--- src/sv/pwmaf_pkg.sv ---
`default_nettype none
// ----------------------------------------------------------------------------
// pwmaf_pkg
// shared constants, register codes and the moving-average level table
// ----------------------------------------------------------------------------
package pwmaf_pkg;

    localparam int WINDOW    = 10;
    localparam int CNT_W     = $clog2(WINDOW + 1);
    localparam int TBL_DEPTH = 2 ** CNT_W;

    localparam int LEVEL_W  = 17;
    localparam int DAC_W    = 13;
    localparam int WEIGHT_W = 16;
    localparam int FRAC_W   = 16;
    localparam int PROD_W   = LEVEL_W + DAC_W;
    localparam int EWA_W    = WEIGHT_W + LEVEL_W;

    localparam logic [LEVEL_W-1:0]  Q16_ONE      = 17'h10000;
    localparam logic [DAC_W-1:0]    DAC_FULL_MV  = 13'd4500;
    localparam logic [WEIGHT_W-1:0] WEIGHT_RESET = 16'd58982;

    typedef enum logic [0:0] {
        REG_FILTER_MODE      = 1'b0,
        REG_SMOOTHING_WEIGHT = 1'b1
    } cfg_reg_t;

    typedef enum logic {
        MODE_MOVING_AVG  = 1'b0,
        MODE_EXPONENTIAL = 1'b1
    } filter_mode_t;

    typedef logic [LEVEL_W-1:0] level_table_t [TBL_DEPTH];

    // count of ones to q16 level, truncated
    function automatic level_table_t build_level_table();
        level_table_t tbl;
        for (int i = 0; i < TBL_DEPTH; i++)
        begin
            if (i <= WINDOW)
                tbl[i] = LEVEL_W'((i * 65536) / WINDOW);
            else
                tbl[i] = '0;
        end
        return tbl;
    endfunction

    localparam level_table_t LEVEL_TABLE = build_level_table();

endpackage
`default_nettype wire

--- src/sv/pwm_averaging_filter.sv ---
`default_nettype none
// ----------------------------------------------------------------------------
// pwm_averaging_filter
// Turns sampled pwm bits into a q16 level and a dac value in millivolts.
// One sample request is taken every clock cycle unless both stages are full
// and the output stalls; each yields one result. The first stage updates the
// window of sample cells or the exponential average (one 16x17 multiply), the
// second scales the level to millivolts (one 17x13 multiply). A result waiting
// at the output does not stop the next sample from entering the first stage.
// ----------------------------------------------------------------------------
module pwm_averaging_filter (
    input  logic                           clk,
    input  logic                           rst_n,
    // config write port
    input  logic                           cfg_we,
    input  pwmaf_pkg::cfg_reg_t            cfg_index,
    input  logic [pwmaf_pkg::WEIGHT_W-1:0] cfg_data,
    // sample requests
    input  logic                           s_tvalid,
    output logic                           s_tready,
    input  logic [7:0]                     s_tdata,   // [0] sample_bit
    // results
    output logic                           m_tvalid,
    input  logic                           m_tready,
    output logic [31:0]                    m_tdata    // [16:0] level_q16, [29:17] dac_millivolts
);
    import pwmaf_pkg::*;

    filter_mode_t        mode_reg;
    logic [WEIGHT_W-1:0] weight_reg;

    logic               sample_bit;
    logic               accept;
    logic               out_free;
    logic               ma_shift;
    logic               ewa_update;
    logic [LEVEL_W-1:0] ma_level;
    logic [LEVEL_W-1:0] ewa_level;
    logic [LEVEL_W-1:0] level_in;

    logic               s1_valid_reg;
    logic               s1_valid_next;
    logic [LEVEL_W-1:0] s1_level_reg;

    logic               m_valid_reg;
    logic               m_valid_next;
    logic [LEVEL_W-1:0] m_level_reg;
    logic [DAC_W-1:0]   m_dac_reg;
    logic [PROD_W-1:0]  dac_product;

    // config registers
    always_ff @(posedge clk or negedge rst_n)
    begin
        if (!rst_n)
        begin
            mode_reg   <= MODE_MOVING_AVG;
            weight_reg <= WEIGHT_RESET;
        end
        else if (cfg_we)
        begin
            unique case (cfg_index)
                REG_FILTER_MODE:      mode_reg   <= filter_mode_t'(cfg_data[0]);
                REG_SMOOTHING_WEIGHT: weight_reg <= cfg_data;
            endcase
        end
    end

    assign sample_bit = s_tdata[0];
    assign out_free   = !m_valid_reg || m_tready;
    assign s_tready   = !s1_valid_reg || out_free;
    assign accept     = s_tvalid && s_tready;
    assign ma_shift   = accept && (mode_reg == MODE_MOVING_AVG);
    assign ewa_update = accept && (mode_reg == MODE_EXPONENTIAL);

    pwmaf_window u_window (
        .clk        (clk),
        .rst_n      (rst_n),
        .shift_en   (ma_shift),
        .sample_bit (sample_bit),
        .level_next (ma_level)
    );

    pwmaf_ewa u_ewa (
        .clk        (clk),
        .rst_n      (rst_n),
        .update_en  (ewa_update),
        .sample_bit (sample_bit),
        .weight     (weight_reg),
        .value_next (ewa_level)
    );

    assign level_in = (mode_reg == MODE_EXPONENTIAL) ? ewa_level : ma_level;

    // stage valids
    always_comb
    begin
        s1_valid_next = s1_valid_reg;
        m_valid_next  = m_valid_reg;
        if (out_free)
        begin
            m_valid_next  = s1_valid_reg;
            s1_valid_next = 1'b0;
        end
        if (accept)
            s1_valid_next = 1'b1;
    end

    always_ff @(posedge clk or negedge rst_n)
    begin
        if (!rst_n)
        begin
            s1_valid_reg <= 1'b0;
            m_valid_reg  <= 1'b0;
        end
        else
        begin
            s1_valid_reg <= s1_valid_next;
            m_valid_reg  <= m_valid_next;
        end
    end

    // level to millivolts, truncated
    assign dac_product = PROD_W'(s1_level_reg) * PROD_W'(DAC_FULL_MV);

    always_ff @(posedge clk)
    begin
        if (accept)
            s1_level_reg <= level_in;
        if (out_free && s1_valid_reg)
        begin
            m_level_reg <= s1_level_reg;
            m_dac_reg   <= dac_product[FRAC_W+DAC_W-1:FRAC_W];
        end
    end

    assign m_tvalid = m_valid_reg;
    assign m_tdata  = {2'b00, m_dac_reg, m_level_reg};

endmodule
`default_nettype wire

--- src/sv/pwmaf_cell.sv ---
`default_nettype none
// ----------------------------------------------------------------------------
// pwmaf_cell
// one sample slot of the averaging window, passes its bit to the next slot
// ----------------------------------------------------------------------------
module pwmaf_cell (
    input  logic clk,
    input  logic rst_n,
    input  logic shift_en,
    input  logic bit_in,
    output logic bit_out
);

    logic bit_reg;

    always_ff @(posedge clk or negedge rst_n)
    begin
        if (!rst_n)
            bit_reg <= 1'b0;
        else if (shift_en)
            bit_reg <= bit_in;
    end

    assign bit_out = bit_reg;

endmodule
`default_nettype wire

--- src/sv/pwmaf_window.sv ---
`default_nettype none
// ----------------------------------------------------------------------------
// pwmaf_window
// moving-average window: chain of sample cells and a running count of ones
// ----------------------------------------------------------------------------
module pwmaf_window (
    input  logic                           clk,
    input  logic                           rst_n,
    input  logic                           shift_en,
    input  logic                           sample_bit,
    output logic [pwmaf_pkg::LEVEL_W-1:0]  level_next
);
    import pwmaf_pkg::*;

    logic [WINDOW:0]  chain;
    logic [CNT_W-1:0] count_reg;
    logic [CNT_W-1:0] count_next;

    assign chain[0] = sample_bit;

    for (genvar i = 0; i < WINDOW; i++)
    begin : g_cell
        pwmaf_cell u_cell (
            .clk      (clk),
            .rst_n    (rst_n),
            .shift_en (shift_en),
            .bit_in   (chain[i]),
            .bit_out  (chain[i+1])
        );
    end

    // oldest bit leaves the window, new bit enters
    assign count_next = count_reg - CNT_W'(chain[WINDOW]) + CNT_W'(sample_bit);
    assign level_next = LEVEL_TABLE[count_next];

    always_ff @(posedge clk or negedge rst_n)
    begin
        if (!rst_n)
            count_reg <= '0;
        else if (shift_en)
            count_reg <= count_next;
    end

endmodule
`default_nettype wire

--- src/sv/pwmaf_ewa.sv ---
`default_nettype none
// ----------------------------------------------------------------------------
// pwmaf_ewa
// exponentially weighted average in q16
// ----------------------------------------------------------------------------
module pwmaf_ewa (
    input  logic                           clk,
    input  logic                           rst_n,
    input  logic                           update_en,
    input  logic                           sample_bit,
    input  logic [pwmaf_pkg::WEIGHT_W-1:0] weight,
    output logic [pwmaf_pkg::LEVEL_W-1:0]  value_next
);
    import pwmaf_pkg::*;

    logic [LEVEL_W-1:0] value_reg;
    logic [EWA_W-1:0]   product;
    logic [LEVEL_W-1:0] kept;
    logic [LEVEL_W-1:0] fresh;

    assign product    = EWA_W'(weight) * EWA_W'(value_reg);
    assign kept       = product[EWA_W-1:FRAC_W];
    assign fresh      = sample_bit ? (Q16_ONE - LEVEL_W'(weight)) : '0;
    // sum stays within full scale
    assign value_next = kept + fresh;

    always_ff @(posedge clk or negedge rst_n)
    begin
        if (!rst_n)
            value_reg <= '0;
        else if (update_en)
            value_reg <= value_next;
    end

endmodule
`default_nettype wire

--- config.mk ---
export PLATFORM = sky130hd
export DESIGN_NAME = pwm_averaging_filter
export DESIGN_NICKNAME = d
export VERILOG_FILES = /design/src/sv/pwmaf_pkg.sv /design/src/sv/pwm_averaging_filter.sv /design/src/sv/pwmaf_cell.sv /design/src/sv/pwmaf_window.sv /design/src/sv/pwmaf_ewa.sv
export SDC_FILE = /design/constraint.sdc
export NUM_CORES = 1
export LEC_CHECK = 0
export BUFFER_PORTS_ARGS = -buffer_cell sky130_fd_sc_hd__buf_2
export CORE_MARGIN = 2
export CORE_UTILIZATION = 65
export CTS_BUF_LIST = sky130_fd_sc_hd__clkbuf_16
export CTS_CLUSTER_SIZE = 40
export DETAILED_ROUTE_END_ITERATION = 10
export PLACE_DENSITY_LB_ADDON = 0.08
export SYNTH_ARGS = -nofsm -noshare
export SYNTH_HDL_FRONTEND = slang
export SYNTH_HIERARCHICAL = 1
export SYNTH_SLANG_ARGS = --single-unit
--- constraint.sdc ---
create_clock -name clk -period 19 [get_ports clk]
set_clock_uncertainty 0.05 [all_clocks]
set_input_delay 1.9 -clock clk [delete_from_list [all_inputs] [get_ports clk]]
set_output_delay 1.9 -clock clk [all_outputs]
set_load 0.05 [all_outputs]
==> Word level (Yosys, flattened, before mapping) <==
Memories as Yosys holds them, arrays and structs flattened.
Cells that the tools add are included.
{ "word_totals": {"ff_bits": 97, "rom_bits": 272, "in_bits": 30, "output_inout_bits": 34, "elab_cells": 47, "n_memories": 1} }
{ "memory_table": {"columns": ["memory", "words", "width", "read_ports", "rd_clocked_by_memory_dff", "wr", "line", "rtl"], "rows": [
  ["(no name shown)", 16, 17, 1, 0, 0, "pwmaf_window.sv:34", "assign level_next = LEVEL_TABLE[count_next];"]
]} }
{ "classes": {"n_addsub": 4, "n_mul": 2, "magnitude_cmp": 1, "n_mux": 6, "bitwise_logic": 3, "reduce_logical": 11} }
{ "op_table": {"columns": ["cell", "count"], "rows": [
  ["$mux 17", 4],
  ["$mul 16x17->33", 1],
  ["$mul 17x11->27 const B", 1],
  ["$add 17x17->17", 1],
  ["$sub 17x16->17 const A", 1],
  ["$ge 5x5->1 const B", 1],
  ["$not 4->5", 1],
  ["$add 4x1->4", 1],
  ["$logic_and 1x1->1", 4],
  ["$reduce_and 2->1", 2],
  ["$sub 4x1->4", 1],
  ["$logic_not 1->1", 2],
  ["$logic_or 1x1->1", 2],
  ["$mux 1", 2],
  ["$not 1->1", 2],
  ["$reduce_bool 2->1", 1]
]} }

==> Logic depth before layout (Yosys ltp) <==
Gate-level depths: netlist of the first run.
{ "logic_depth": {"depth_word": 7, "ltp_mapped": 33, "ltp_nobuf": 31} }

==> Cells and area by module <==
Netlist of the first run, hierarchy kept.
{ "by_module_without_submodules": {"columns": ["module", "instances", "cells_each", "area_per_inst_um2", "seq_area_each_um2"], "rows": [
  ["pwmaf_ewa", 1, 1174, 10301.1, 425.4],
  ["pwm_averaging_filter", 1, 396, 5102.4, 1898.1],
  ["pwmaf_window", 1, 63, 589.3, 100.1],
  ["pwmaf_cell", 10, 2, 40.0, 25.0]
]} }

==> Worst setup path before layout of the first run <==
No wires, ideal clock.
{ "synth_timing": {"kind": "register -> register", "from": "register weight_reg[2]", "to": "register s1_level_reg[16] (data pin)", "setup_time_ns": 0.260, "arrival_time_ns": 7.574, "required_ns": 18.690, "path_slack_ns": 11.116, "stages_incl_launch_ff": 31, "path_buffers": 2, "synth_period_minus_slack_ns": 7.884, "cell_sequence": "dfstp_2 > clkbuf_1 > clkbuf_1 > nand2_1 > fa_1 > fa_1 > inv_1 > fa_1 > fa_1 > fa_1 > inv_1 > fa_1 > inv_1 > ha_1 > a21o_1 > a211o_1 > a31oi_1 > nor2_1 > a31oi_1 > o21bai_1 > a21oi_1 > xnor2_1 > ha_1 > or2_2 > a21oi_1 > a21oi_1 > a221o_1 > a21oi_1 > xnor3_1 > inv_1 > mux2_2"} }
{ "synth_via": {"elab_chain_cells": 4, "word_cells_on_any_way": 5, "cone_classes": "2 x add/sub; 1 x mul; 2 x mux"} }
{ "synth_lines": {"columns": ["item", "line", "rtl"], "rows": [
  ["from (decl)", "pwm_averaging_filter.sv:30", "logic [WEIGHT_W-1:0] weight_reg;"],
  ["from (signal assigned)", "pwm_averaging_filter.sv:63", "REG_SMOOTHING_WEIGHT: weight_reg <= cfg_data;"],
  ["parallel branches: the longest is 2 deep, another holds $mul 16x17->33", null, null],
  ["$add 17x17->17 *", "pwmaf_ewa.sv:25", "assign value_next = kept + fresh;"],
  ["net ewa_level[16]", "pwm_averaging_filter.sv:38", "logic [LEVEL_W-1:0] ewa_level;"],
  ["$mux 17 *", "pwm_averaging_filter.sv:92", "assign level_in = (mode_reg == MODE_EXPONENTIAL) ? ewa_level : ma_level;"],
  ["net level_in[16]", "pwm_averaging_filter.sv:39", "logic [LEVEL_W-1:0] level_in;"],
  ["to (signal assigned)", "pwm_averaging_filter.sv:128", "s1_level_reg <= level_in;"],
  ["to (decl)", "pwm_averaging_filter.sv:43", "logic [LEVEL_W-1:0] s1_level_reg;"]
]} }
Mark *: on every way through the listed nets, which the timed path passes.
A chain may end at the register's enable or synchronous reset.

==> Worst setup path after layout of the first run <==
{ "layout_timing": {"from": "register u_ewa.value_reg[7]", "to": "register s1_level_reg[16] (data pin)"} }
{ "layout_via": {"elab_chain_cells": 3} }
{ "layout_lines": {"columns": ["item", "line", "rtl"], "rows": [
  ["from (decl)", "pwmaf_ewa.sv:16", "logic [LEVEL_W-1:0] value_reg;"],
  ["from (signal assigned)", "pwmaf_ewa.sv:32", "value_reg <= value_next;"],
  ["$mul 16x17->33", "pwmaf_ewa.sv:21", "assign product = EWA_W'(weight) * EWA_W'(value_reg);"],
  ["$add 17x17->17", "pwmaf_ewa.sv:25", null],
  ["net ewa_level[16]", "pwm_averaging_filter.sv:38", null],
  ["$mux 17", "pwm_averaging_filter.sv:92", null],
  ["net level_in[16]", "pwm_averaging_filter.sv:39", null]
]} }
The timed path passes the listed nets, and every way through them passes these cells.

==> impl_metrics.toml, run 1 <==
[worst_hold_path]
holdPathEnd = "m_tvalid"
hold_path.class = "reg2reg"
holdPathStages = 1
hp-start = "s1_valid_reg"

[sta]
grt_setup_unrepaired = "no"
relSlewSlack_pct = 34.5
worstMarginPinSlew_ns = 0.983
hold_viol_final = 0
fmaxAchievable_mhz = 117
tns_ns = 0
slew_violations = 0
finalSetupViolations = 0
period_share_pct = 45.1
fin_crit_ns = 8.57
worst_slack_ns = 10.43

[logic_synthesis]
syn_avg_cell_area_um2 = 9.92
synth_top_area_share_pct = 29.8
ys_types = 69
synth_area_um2 = 16400
async_flop_share_pct = 51.5
ys_seq_area_share_pct = 16.3
synth_edf_count = 47
yosys_most_used_dff = "edfxtp_1"
syn_inst = 1653
ys_warn_count = 6
yosys-top-cells-area = "fa_1, ha_1, edfxtp_1"
synth_seq_cells = 97
synth_top_area_cell = "fa_1"

[floorplanning]
die-area_um2 = 26500
rows = 58
start_util_pct = 65.7
fp.dieH_um = 163
fp.coreArea_um2 = 25000
num_io_pins = 64
dieWidth_um = 163

[drt]
drt_first_iter_violations = 564
via_per_inst = 5.60
drc = 0
ant_nets = 0
wl_per_cell_um = 17.6
via_count = 11170
routed_wl_mm = 35.0
dr.pass1.iters = 5

[critical_path]
ff2ff_setup_slack_ns = 10.43
critPathArrivalTime_ns = 8.61
end_kind = "register"
crit_path_max_incr_delay_ns = 0.90
worst-r2r-cell-count = 30
critical-path-top-delay-family = "adder cells"
critical_path.max_fanout = 17
r2r-end = "s1_level_reg[16]"
start_kind = "register"
worstReg2RegStart = "u_ewa/value_reg[7]"
cp_slowest_cell = "dfrtp_1"
critPathRequiredTime_ns = 19.05
crit_buf_inv = 6
path_class = "reg2reg"

[clock_tree]
clkSlewWorstSetupHoldPaths_ns = 0.07
post_cts_buffers = 0
cts_hold_buf = 0
cts.path.max_buffers = 2
clk_latency_ns = 0.35
post_cts_resized = 0
cts_buffers = 9
cts_max_level = 3
cts_sinks = 97
clockRootBuffer = "clkbuf_16"
cts_tree = "done"

[global_route]
gr-total-overflow = 0
grt_first_pass_wirelength_mm = 59.5
antenna_found_initial = 0
grt_use_total_pct = 28.9
grt_pass1_vias = 12000
grt_max_degree = 51

[cells_and_area]
nets = 2160
layout_common_cells = "inv_1, fa_1, ha_1"
register_area_um2 = 2670
postLayoutCellArea_um2 = 17100
mostFrequentLayoutCell = "inv_1"
synthToLayoutAreaGrowth_pct = 4.60
multi_input_area_um2 = 12200
fillCellCount = 2023
drive_gt1_share_pct = 10.5
stdcell_count = 1995

[place]
place_area_um2 = 16800
place_worst_setup_slack_ns = 10.52
place.gp.congestion = 0.864
io_buffers = 54
placed_cells = 1978
dp_hpwl_mm = 27.0

[run_status]
status = "complete, no violations"

[job]
maxCapViolCount = 0
[worst register-to-register path: cells and delay by family, from the launching register on]
family / cells / cell delay, ns
compound gates: 8 / 1.58
xor+xnor: 2 / 0.44
fa+ha+maj: 8 / 3.65
buf+inv: 6 / 0.30
flops: 1 / 0.90
mux: 1 / 0.29
simple gates: 5 / 1.11
[cell families (layout without fill, tap and decap cells)]
group / count (synthesis) / after routing / share of synthesized area, %
simple gates: 417 / 417 / 12.8
flops: 97 / 97 / 16.3
mux: 67 / 67 / 4.77
buf+inv: 393 / 403 / 9.33
other cells: 1 / 3 / 0.0229
fa+ha+maj: 471 / 471 / 47.1
xor+xnor: 60 / 60 / 3.45
compound gates: 147 / 147 / 6.23
[cells in the mapped netlist, drive strengths merged (2+ instances only)]
library cell and count:
dfrtp 41, clkbuf 51, nand2 187, buf 19
o221ai 2, nor2 22, nand4 3, a211o 2
nor3 11, edfxtp 47, o31ai 2, mux2 59
ha 227, inv 323, a21o 19, and4 5
a31oi 8, xor2 19, o21a 6, o2111ai 2
xnor2 40, nand2b 7, a21oi 56, o21ai 26
o21bai 5, fa 244, and2 135, and3 15
dfstp 9, or3 5, nand3b 5, or2 2
a211oi 7, nor2b 4, mux2i 8, nand3 13
[worst max-delay path by stage]
stage / from / to / slack, ns / cells past startpoint
after floorplan: weight_reg[2] / s1_level_reg[16] / 11.12 / 30
after global placement: u_ewa/value_reg[7] / s1_level_reg[16] / 10.59 / 30
after detailed placement: weight_reg[3] / s1_level_reg[16] / 10.52 / 28
after CTS: weight_reg[3] / s1_level_reg[16] / 10.48 / 28
after global routing: weight_reg[3] / s1_level_reg[16] / 9.97 / 28
final: u_ewa/value_reg[7] / s1_level_reg[16] / 10.43 / 30
[metrics by stage]
stage	hold WS (ns)	utilization, %
floorplan	0.399	-
global placement	0.413	67.4
detailed placement	0.438	67.4
CTS	0.456	68.7
global route	0.477	68.7
finish	0.447	68.7
[layer usage]
metal  GRT usage [%]  part of all wire [%]
met3            3.67                   4.1
met4            7.12                   2.4
met5               0                     0
met2            49.1                    48
met1            39.6                    45
[layout make-up]
| class | instances | share of cell area [%] |
|---|---|---|
| Multi-Input combinational cell | 1164 | 71.1 |
| Inverter | 323 | 7.07 |
| Sequential cell | 97 | 15.6 |
| Tap cell | 330 | 2.41 |
| Clock inverter | 7 | 0.482 |
| Clock buffer | 9 | 1.31 |
| Timing Repair Buffer | 64 | 2.01 |
| Antenna cell | 1 | 0.0146 |
Power of run 1 is not shown: default switching activity piles up to over one toggle a cycle in this logic, so the estimate is an artifact.
==> run 2: changes to the inputs <==
Settings changed: CORE_UTILIZATION 65 to 59.
Clock period 19 ns to 7.62 ns, I/O delays scaled along.
==> run 2 against run 1 <==
  * The run now ends with negative setup slack left
  * Setup slack lost 10 ns
  * Global-route usage shrank 1.6 points
  * Final cell count grew 11%
  * Critical path depth grew 1
  * Design area grew 11%
  * Register-to-register slack lost 10 ns
  * Hold slack gained 0.0039 ns
  * Via count grew 5.0%
  * First-iteration DRC count shrank 4.6%
  * Maximum frequency grew 12%
  * Count of clock-buffer cells in the layout is the same
  * Utilization grew 0.32 points
  * Critical path type unchanged
==> impl_metrics.toml, run 2 (synthesis results as in run 1) <==
[clock_tree]
clockRootBuffer = "clkbuf_16"
clkSlewWorstSetupHoldPaths_ns = 0.08
cts_sinks = 97
cts_buffers = 9
cts.path.max_buffers = 2
cts_tree = "done"
cts_hold_buf = 0
clk_latency_ns = 0.35
cts_max_level = 3

[critical_path]
worst-r2r-cell-count = 31
crit_path_max_incr_delay_ns = 0.66
path_class = "reg2reg"
critPathArrivalTime_ns = 7.68
end_kind = "register"
r2r-end = "s1_level_reg[13]"
cp_slowest_cell = "dfstp_2"
path_common_cell = "fa_1"
critical_path.max_fanout = 8
critPathRequiredTime_ns = 7.67
worstReg2RegStart = "weight_reg[6]"
start_kind = "register"
ff2ff_setup_slack_ns = -0.0009

[drt]
routed_wl_mm = 37.4
via_count = 11727
wl_met3_mm = 1.36
drt_first_iter_violations = 538
via_per_inst = 5.29
ant_nets = 0
top_layer_used = "met4"
wl_met2_mm = 18.2
drc = 0
drt-met1-wl_mm = 16.9
dr.pass1.iters = 5
wl_per_cell_um = 16.9

[run_status]
status = "finished with violations"
violations = "negative setup slack"

[sta]
worst_slack_ns = -0.000895
fin_crit_ns = 7.62
period_share_pct = 100
fmaxAchievable_mhz = 131
tns_ns = -0.000895
finalSetupViolations = 1
hold_viol_final = 0
slew_violations = 0
worstMarginPinSlew_ns = 0.993
relSlewSlack_pct = 33.8
grt_setup_unrepaired = "yes"

[cells_and_area]
postLayoutCellArea_um2 = 19000
mostFrequentLayoutCell = "inv_1"
nets = 2333
final_util_pct = 69.0
layout_common_cells = "inv_1, fa_1, ha_1"
drive_gt1_share_pct = 23.0
synthToLayoutAreaGrowth_pct = 16.0

[floorplanning]
num_io_pins = 64
rows = 61
die-area_um2 = 29100
start_util_pct = 59.5
fp.dieH_um = 171
dieWidth_um = 171
fp.coreArea_um2 = 27600

[worst_hold_path]
holdPathEnd = "m_tvalid"
holdPathStages = 1
hp-start = "s1_valid_reg"
hold_path.class = "reg2reg"

[place]
io_buffers = 54
place_area_um2 = 18000
place_worst_setup_slack_ns = -0.417
place.gp.congestion = 0.841
dp_hpwl_mm = 30.2

[global_route]
gr-total-overflow = 0
grt_first_pass_wirelength_mm = 62.1
grt_pass1_vias = 12585
grt_use_total_pct = 27.3
antenna_found_initial = 1
grt_max_degree = 51

[job]
maxCapViolCount = 0
run 2: cell count changes in the layout (fill, tap and decap cells not counted), moves of 5 or more:
cell / change
buf_12: +10
fa_1: -5
ha_1: -9
a21oi_2: +13
dfrtp_2: +10
ha_4: +6
buf_4: +153
a21oi_1: -15
fa_2: +5
dfrtp_1: -10
and2_4: +8
and2_1: -8
buf_6: +10
run 2: how the worst max path moves through the flow:
stage                                   from                to  slack (ns)  cells past startpoint
after floorplan                weight_reg[2]  s1_level_reg[16]       0.001                     30
after global placement         weight_reg[1]  s1_level_reg[16]       -0.31                     27
after detailed placement       weight_reg[1]  s1_level_reg[16]       -0.42                     28
after CTS                 u_ewa/value_reg[3]  s1_level_reg[16]       -0.02                     29
after global routing           weight_reg[6]  s1_level_reg[13]       -0.23                     29
final                          weight_reg[6]  s1_level_reg[13]     -0.0009                     31
run 2: layout make-up:
| class | count | area (um^2) |
|---|---|---|
| clock inverters | 7 | 66.3 |
| multi-input cells | 1164 | 12500 |
| well taps | 378 | 473 |
| flip-flops and latches | 97 | 2690 |
| clock buffers | 9 | 225 |
| repair buffers | 237 | 1810 |
| fillers | 2188 | 8540 |
| diodes | 1 | 2.50 |
| inverters | 323 | 1210 |
run 2: what timing repair did:
action / 4_1_cts / 5_1_grt
setup buffers: 24 / 9
resized for setup: 45 / 59
pin swaps: 31 / 47
endpoints found under the setup margin: 8 / 17
run 2: per-layer routing:
metal / track usage, % / vias to the layer above
met5: 0 / -
met4: 7.62 / 0
met3: 3.03 / 50
met1: 36.9 / 5897
met2: 46.8 / 217
li1: - / 5563
run 2: through the flow:
step | hold slack, ns | cells
after floorplan | 0.399 | 1654
after global placement | 0.413 | 2167
after detailed placement | 0.433 | 2167
after CTS | 0.470 | 2207
after global routing | 0.487 | 2216
final | 0.451 | 2216
run 2: worst max-delay path, delay by kind of cell (launching register included):
family	cells	cell delay [ns]
and+or+nand+nor	6	0.95
DFF	1	0.66
AOI/OAI and AO/OA	7	1.10
xor gates and xnor gates	1	0.14
muxes	1	0.25
buffers and inverters	8	0.75
adders and majority gates	8	3.46
Power of run 2 is left out for the same reason.
